**src/rtl/core/af2d_pkg.sv**
```systemverilog
// ----------------------------------------------------------------------------
// af2d_pkg
// Types, constants and the rounding helper shared by the 2D affine transform.
// ----------------------------------------------------------------------------
package af2d_pkg;

	localparam int FRAC_BITS = 16;
	localparam int COORD_W   = 32;
	localparam int PROD_W    = 2 * COORD_W;
	localparam int SUM_W     = PROD_W + 2;
	localparam int LANES     = 4;
	localparam int CFG_IDX_W = 3;

	typedef enum logic [1:0] {
		OP_POINT  = 2'd0,
		OP_VECTOR = 2'd1,
		OP_WINDOW = 2'd2,
		OP_RECT   = 2'd3
	} af2d_op_e;

	typedef enum logic [CFG_IDX_W-1:0] {
		REG_COEF_XX  = 3'd0,
		REG_COEF_XY  = 3'd1,
		REG_COEF_YX  = 3'd2,
		REG_COEF_YY  = 3'd3,
		REG_OFFSET_X = 3'd4,
		REG_OFFSET_Y = 3'd5
	} af2d_reg_e;

	typedef struct packed {
		af2d_op_e                   opcode;
		logic signed [COORD_W-1:0]  px;
		logic signed [COORD_W-1:0]  py;
		logic signed [COORD_W-1:0]  qx;
		logic signed [COORD_W-1:0]  qy;
		logic                       rect_special;
	} af2d_cmd_t;

	typedef struct packed {
		logic signed [COORD_W-1:0]  res_x;
		logic signed [COORD_W-1:0]  res_y;
		logic signed [COORD_W-1:0]  res_x2;
		logic signed [COORD_W-1:0]  res_y2;
		logic                       saturated;
	} af2d_rsp_t;

	typedef struct packed {
		logic signed [COORD_W-1:0]  coef_xx;
		logic signed [COORD_W-1:0]  coef_xy;
		logic signed [COORD_W-1:0]  coef_yx;
		logic signed [COORD_W-1:0]  coef_yy;
		logic signed [COORD_W-1:0]  offset_x;
		logic signed [COORD_W-1:0]  offset_y;
	} af2d_cfg_t;

	// stage enables of the pipeline
	typedef struct packed {
		logic s1;
		logic s2;
		logic s3;
		logic s4;
	} af2d_en_t;

	typedef struct packed {
		logic signed [COORD_W-1:0]  rx;
		logic signed [COORD_W-1:0]  ry;
		logic                       sat;
	} af2d_lane_res_t;

	typedef struct packed {
		logic signed [COORD_W-1:0]  value;
		logic                       sat;
	} af2d_rnd_t;

	localparam logic signed [COORD_W-1:0] COEF_ONE = COORD_W'(1) << FRAC_BITS;

	// corners: left/top, right/bottom, right/top, left/bottom
	localparam logic [LANES-1:0] CORNER_USE_QX = 4'b0110;
	localparam logic [LANES-1:0] CORNER_USE_QY = 4'b1010;

	localparam logic signed [SUM_W-1:0] NEAR_ADD = (SUM_W'(1) << FRAC_BITS) >> 1;
	localparam logic signed [SUM_W-1:0] CEIL_ADD = (SUM_W'(1) << (2 * FRAC_BITS)) - 1;
	localparam logic signed [SUM_W-1:0] RES_MAX  = (SUM_W'(1) << (COORD_W - 1)) - 1;
	localparam logic signed [SUM_W-1:0] RES_MIN  = -(SUM_W'(1) << (COORD_W - 1));

	function automatic af2d_rnd_t round_sat(input logic signed [SUM_W-1:0] sum,
			input logic ceil_px);
		logic signed [SUM_W-1:0] biased;
		logic signed [SUM_W-1:0] shifted;
		af2d_rnd_t               r;
		biased = sum + (ceil_px ? CEIL_ADD : NEAR_ADD);
		shifted = ceil_px ? (biased >>> (2 * FRAC_BITS)) : (biased >>> FRAC_BITS);
		if (shifted > RES_MAX) begin
			r.value = RES_MAX[COORD_W-1:0];
			r.sat   = 1'b1;
		end else if (shifted < RES_MIN) begin
			r.value = RES_MIN[COORD_W-1:0];
			r.sat   = 1'b1;
		end else begin
			r.value = shifted[COORD_W-1:0];
			r.sat   = 1'b0;
		end
		return r;
	endfunction

endpackage

```
**src/rtl/core/af2d_merge.sv**
```systemverilog
// ----------------------------------------------------------------------------
// af2d_merge
// Combines the lane results into one result item: bounding box in rect mode,
// lane zero otherwise, pass-through for a special rectangle.
// ----------------------------------------------------------------------------
module af2d_merge
	import af2d_pkg::*;
(
	input  logic                              clk,
	input  af2d_en_t                          en,
	input  af2d_cmd_t                         cmd,
	input  af2d_lane_res_t [LANES-1:0]        lane_res,
	output af2d_rsp_t                         rsp
);

	function automatic logic signed [COORD_W-1:0] smin(input logic signed [COORD_W-1:0] a,
			input logic signed [COORD_W-1:0] b);
		return (a < b) ? a : b;
	endfunction

	function automatic logic signed [COORD_W-1:0] smax(input logic signed [COORD_W-1:0] a,
			input logic signed [COORD_W-1:0] b);
		return (a > b) ? a : b;
	endfunction

	logic signed [COORD_W-1:0] min_x, max_x, min_y, max_y;
	logic                      any_sat;
	af2d_rsp_t                 nxt;
	af2d_rsp_t                 rsp_s4;

	always_comb begin
		min_x = smin(smin(lane_res[0].rx, lane_res[1].rx), smin(lane_res[2].rx, lane_res[3].rx));
		max_x = smax(smax(lane_res[0].rx, lane_res[1].rx), smax(lane_res[2].rx, lane_res[3].rx));
		min_y = smin(smin(lane_res[0].ry, lane_res[1].ry), smin(lane_res[2].ry, lane_res[3].ry));
		max_y = smax(smax(lane_res[0].ry, lane_res[1].ry), smax(lane_res[2].ry, lane_res[3].ry));
		any_sat = lane_res[0].sat | lane_res[1].sat | lane_res[2].sat | lane_res[3].sat;

		if (cmd.opcode != OP_RECT) begin
			nxt.res_x     = lane_res[0].rx;
			nxt.res_y     = lane_res[0].ry;
			nxt.res_x2    = '0;
			nxt.res_y2    = '0;
			nxt.saturated = lane_res[0].sat;
		end else if (cmd.rect_special) begin
			nxt.res_x     = cmd.px;
			nxt.res_y     = cmd.py;
			nxt.res_x2    = cmd.qx;
			nxt.res_y2    = cmd.qy;
			nxt.saturated = 1'b0;
		end else begin
			nxt.res_x     = min_x;
			nxt.res_y     = min_y;
			nxt.res_x2    = max_x;
			nxt.res_y2    = max_y;
			nxt.saturated = any_sat;
		end
	end

	always_ff @(posedge clk) begin
		if (en.s4) begin
			rsp_s4 <= nxt;
		end
	end

	assign rsp = rsp_s4;

endmodule

```
**config.mk**
```make
export PLATFORM = sky130hd
export DESIGN_NAME = af2d_merge
export DESIGN_NICKNAME = d
export VERILOG_FILES = /design/src/rtl/core/af2d_pkg.sv /design/src/rtl/core/af2d_merge.sv
export SDC_FILE = /design/constraint.sdc
export NUM_CORES = 1
export LEC_CHECK = 0
export ABC_AREA = 1
export BUFFER_PORTS_ARGS = -buffer_cell sky130_fd_sc_hd__buf_2
export CAP_MARGIN = 20
export CORE_ASPECT_RATIO = 0.6
export CORE_MARGIN = 2
export CORE_UTILIZATION = 49
export DETAILED_ROUTE_END_ITERATION = 12
export PLACE_DENSITY_LB_ADDON = 0.12
export SETUP_SLACK_MARGIN = 0.4
export SYNTH_ARGS = -nofsm -noshare
export SYNTH_HDL_FRONTEND = slang
export SYNTH_SLANG_ARGS = --single-unit
```
**constraint.sdc**
```tcl
create_clock -name clk -period 4.8 [get_ports clk]
set_input_delay 0.96 -clock clk [delete_from_list [all_inputs] [get_ports clk]]
set_output_delay 0.96 -clock clk [all_outputs]
set_load 0.05 [all_outputs]
```
==> results by group, run 1 <==
Run status
  – Status: did not finish
  – Exit stage: 5_1_grt
  – Error: [ERROR GRT-0232] Routing congestion too high. Check the congestion heatmap in the GUI.

Die
  – Io pins: 525
  – Die Wd: 245.4 um
  – Chip Height: 148.8 um
  – Initial Utilization: 50.25%
  – Core Rows: 52

Yosys
  – Synth Flop Type: edfxtp_1
  – Most frequent cells after synthesis: 776 x nand2_1, 371 x o21ai_0, 351 x inv_1, 317 x nor2_1, 254 x ha_1
  – Yosys warns: 0
  – Largest area contributor in the netlist: edfxtp_1
  – Synth area leaders: edfxtp_1 23%, ha_1 19%, nand2_1 17%
  – Mapped Area: 17,130 um2
  – Area share of the largest cell type after synthesis: about 23%
  – Count leader, synth: nand2_1
  – Post-synth EDFFs: 129
  – Syn Nets: 3,383
  – Mean post-synth cell area: 6.269 um2
  – Post-synthesis register bit count: 129
  – Post-synthesis sequential area ratio: 22.61%
  – Count of different cell masters after synthesis: 42
  – Share of synthesized registers carrying an async set or reset: 0%
  – Syn Inst Count: around 2,700

Global routing
  – GRT overflow: 104
  – Largest net degree at the start of global routing: around 100
  – Overall Global Routing Usage: 82.12%

Clock network
  – Max Root-Sink Buffers: 2
  – H-tree depth: 4
  – Total CTS buffers: 17
  – Root Buffer: clkbuf_16
  – Hold-fix buffers, CTS: 0
  – Sink Count: about 130

Placed design
  – Placer Congestion: 1.114
  – Hpwl dp: 65,580 um
  – IO buf count: 521

Timing
  – WEP type: sequential cell input
  – Worst_ep grt: rsp[23]$_SDFFCE_PP0P_/D
==> metrics by stage <==
| step | TNS, ps | area, um2 | util [%] | setup WS, ps | cells |
|---|---|---|---|---|---|
| global placement | -74990 | 24350 | 71.42 | -829.7 | 4109 |
| floorplan | 0 | 17820 | - | 218.5 | 2733 |
| CTS | -3410 | 28970 | 84.96 | -177.2 | 4257 |
| detailed placement | -93010 | 24350 | 71.42 | -1001 | 4109 |
==> cells by family after synthesis <==
| kind of cell | Yosys count | share of synthesized area [%] |
|---|---|---|
| and+or+nand+nor | 1330 | 31.53 |
| AOI/OAI and AO/OA | 540 | 16.40 |
| buffers and inverters | 479 | 10.85 |
| adders and majority gates | 254 | 18.55 |
| DFF | 129 | 22.61 |
| xor gates and xnor gates | 1 | 0.05113 |
==> repair_timing <==
action	4_1_cts
resized for setup	645
cloned	34
buffers inserted	82
endpoints found under the setup margin	128
pin swaps	133
==> metal layers <==
layer  GRT usage [%]  overflow
met4           78.09        55
met3           71.42         2
met5           50.67         0
met2           94.80        47
met1           82.84         0
==> inputs of run 2 (changes only) <==
--- a/config.mk
+++ b/config.mk
@@ -8,12 +8,10 @@
 export ABC_AREA = 1
 export BUFFER_PORTS_ARGS = -buffer_cell sky130_fd_sc_hd__buf_2
 export CAP_MARGIN = 20
-export CORE_ASPECT_RATIO = 0.6
 export CORE_MARGIN = 2
-export CORE_UTILIZATION = 49
+export CORE_UTILIZATION = 35
 export DETAILED_ROUTE_END_ITERATION = 12
-export PLACE_DENSITY_LB_ADDON = 0.12
-export SETUP_SLACK_MARGIN = 0.4
+export PLACE_DENSITY_LB_ADDON = 0.15
 export SYNTH_ARGS = -nofsm -noshare
 export SYNTH_HDL_FRONTEND = slang
 export SYNTH_SLANG_ARGS = --single-unit
==> constraint.sdc (replaced) <==
create_clock -name clk -period 6.25 [get_ports clk]
set_input_delay 1.25 -clock clk [delete_from_list [all_inputs] [get_ports clk]]
set_output_delay 1.25 -clock clk [all_outputs]
set_load 0.05 [all_outputs]
==> run 2 against run 1 <==
The run now ends clean; area after synthesis is the same; synthesized cell count stayed put.
==> results by group, run 2 <==
Die
  – Die Wd: about 230 um
  – Core area: 48,650 um2
  – Io pins: 525
  – DIE AREA: roughly 51,000 um2
  – Core Rows: 81
  – Chip Height: ~230 um
  – Initial Utilization: 35.22%

Clock network
  – H-tree depth: 4
  – TritonCTS clock tree: yes
  – Total CTS buffers: 17
  – Hold-fix buffers, CTS: 0
  – Sink Count: 129
  – Post CTS Setup Buffer Count: 0
  – Clk slew on worst S/H paths: 60 ps
  – Max Root-Sink Buffers: 2
  – Root Buffer: clkbuf_16

Setup path
  – Worst Setup End Kind: register
  – Critical path peak fanout: 32
  – CP max-delay cell: o21ai_0
  – Crit start category: input pin
  – Critical Path Max Stage Delay: between 400 and 500 ps
  – Critical path class: in -> reg
  – Crit path DAT: 6270 ps
  – CP most frequent cell: nand2_1
  – Required @ worst endpoint: 6590 ps

Yosys
  – Largest area contributor in the netlist: edfxtp_1
  – Synth Flop Type: edfxtp_1
  – Post-synthesis register bit count: 129
  – Syn Inst Count: 2,733
  – Share of synthesized registers carrying an async set or reset: 0%
  – Post-synthesis sequential area ratio: around 23%
  – Yosys warns: 0
  – Synth area leaders: edfxtp_1 23%, ha_1 19%, nand2_1 17%
  – Mean post-synth cell area: 6.269 um2
  – Mapped Area: between 15,000 and 20,000 um2
  – Post-synth EDFFs: about 130
  – Count leader, synth: nand2_1
  – Most frequent cells after synthesis: 776 x nand2_1, 371 x o21ai_0, 351 x inv_1, 317 x nor2_1, 254 x ha_1
  – Count of different cell masters after synthesis: 42
  – Area share of the largest cell type after synthesis: 22.61%
  – Syn Nets: roughly 3,400

Timing
  – Crit share post-route: between 90 and 100%
  – Fin crit period: 5928 ps
  – Slew headroom: 40.76%
  – Maximum clock rate: 168.7 MHz
  – Fin. Hold Viols: 0
  – Setup Viol. Count Final: 0
  – Worst slew pin tran: roughly 900 ps
  – Slew Viols, Final: 0
  – Unrepaired setup endpoints after global routing: false

Pwr
  – Reg power frac: 20.2%
  – Power density cells: 246.2 nW/um2
  – P_sw: ~2600 uW
  – Clock Power Share: between 20 and 25%
  – Gate power share: 59.5%
  – P_leak: 0.01209 uW
  – P_int: between 2000 and 3000 uW
  – Sw Share: between 40% and 50%
  – Peak supply drop: 0.2117 mV

Global routing
  – Initial antenna violation count: 14
  – Largest net degree at the start of global routing: 110
  – Global-route wire length before repair: ~100,000 um
  – Vias in the first global route: 18,570
  – GRT overflow: 0
  – Overall Global Routing Usage: 27.14%

Placed design
  – IO buf count: 521
  – Placed cell count: slightly below 4,000
  – Placer Congestion: between 0.9 and 1
  – Hpwl dp: 56,830 um

Cells and area
  – Cell Count, Final, Fillers Out: 3,943
  – Area Overhead vs Synth: 28.23%
  – Final Core Density: a little under half
  – Max FFs per register: 129
  – Most common cell after layout, fill and taps aside: nand2_1
  – Layout cell share with drive strength beyond 1: between 20% and 30%
  – Final nets: 3,946
  – Most frequent cells in the layout: 770 x nand2_1, 520 x buf_2, 370 x o21ai_0

Detailed routing
  – DRT iter0 DRCs: roughly 1,300
  – Via count: 19,860
  – 1st-pass router iterations: 5
  – DRC viols: 0
  – Via density per instance: just over 5
  – ANT nets after route: 0
  – Average routed wire per standard cell: between 15 and 20 um
  – Final Routed Wirelength: about 70,000 um

Run
  – Max Cap Viol: 0

Run status
  – Status: finished, final reports clean

Min path
  – Hold Path Class: in -> reg
  – Worst hold path endpoint: rsp[97]$_DFFE_PP_
  – Worst Hold Launch: lane_res[33]
  – Hold Crit Depth: 3
## run 2: cell counts after synthesis
Identical to the previous run, type by type.
## run 2: through the flow
stage / area (um2) / hold slack, ps / worst slack, ps / power (uW) / TNS, ps
6_report: 21970 / 1079 / 322.3 / 5409 / 0
4_1_cts: 21900 / 1031 / 195.0 / 5432 / 0
3_3_place_gp: 21290 / 1559 / -348.0 / 4253 / -7982
5_1_grt: 21960 / 1073 / 1.664 / 5863 / 0
3_5_place_dp: 21290 / 1562 / -302.4 / 4294 / -7002
2_1_floorplan: 17130 / 1363 / 799.6 / 3089 / 0
## run 2: worst max path at each step
stage	from	depth (start not counted)	to
6_report	lane_res[85]	34	rsp[31]$_SDFFCE_PP0P_
2_1_floorplan	lane_res[97]	31	rsp[32]$_SDFFCE_PP0P_
3_3_place_gp	lane_res[85]	33	rsp[31]$_SDFFCE_PP0P_
4_1_cts	lane_res[85]	34	rsp[31]$_SDFFCE_PP0P_
3_5_place_dp	lane_res[85]	35	rsp[31]$_SDFFCE_PP0P_
5_1_grt	lane_res[85]	34	rsp[31]$_SDFFCE_PP0P_
## run 2: final cells by class
type / instances / area (um2)
fillers: 5173 / 26680
inverters: 354 / 1334
clock inverters: 14 / 180.2
diodes: 12 / 30.03
flip-flops and latches: 129 / 3874
well taps: 622 / 778.2
multi-input cells: 2125 / 11480
repair buffers: 669 / 3866
clock buffers: 18 / 429.2
## run 2: logic make-up after synthesis
logic type	Yosys count	share of synthesized area (%)
compound gates	540	16.40
xor+xnor	1	0.05113
fa+ha+maj	254	18.55
buf+inv	479	10.85
flops	129	22.61
simple gates	1330	31.53
## run 2: metal layers
layer	wire length, um	share of wire, %	up-vias	track usage [%]
li1	-	-	10100	-
met1	31300	45	8968	36.05
met2	31730	45	693	43.89
met3	4824	6.9	92	4.889
met4	1931	2.8	6	10.06
met5	34	0.049	-	0
## run 2: worst max-delay path, delay by kind of cell
| kind | cells | cell delay (ps) |
|---|---|---|
| buffers and inverters | 12 | 1540 |
| and+or+nand+nor | 15 | 1950 |
| adders and majority gates | 2 | 620 |
| AOI/OAI and AO/OA | 5 | 910 |
## run 2: timing repair
| action | 4_1_cts | 5_1_grt |
|---|---|---|
| resized for setup | 0 | 9 |
| endpoints found under the setup margin | 0 | 63 |
| endpoints found under the hold margin | 0 | 0 |
## run 2: power groups by stage
stage	clock (uW)	combinational, uW	sequential [uW]
4_1_cts	1140	3200	1090
3_3_place_gp	0	3150	1110
2_1_floorplan	0	1660	1430
3_5_place_dp	0	3190	1110
5_1_grt	1170	3600	1100
6_report	1100	3220	1090
No activity file was read; power rests on OpenSTA's default activity.
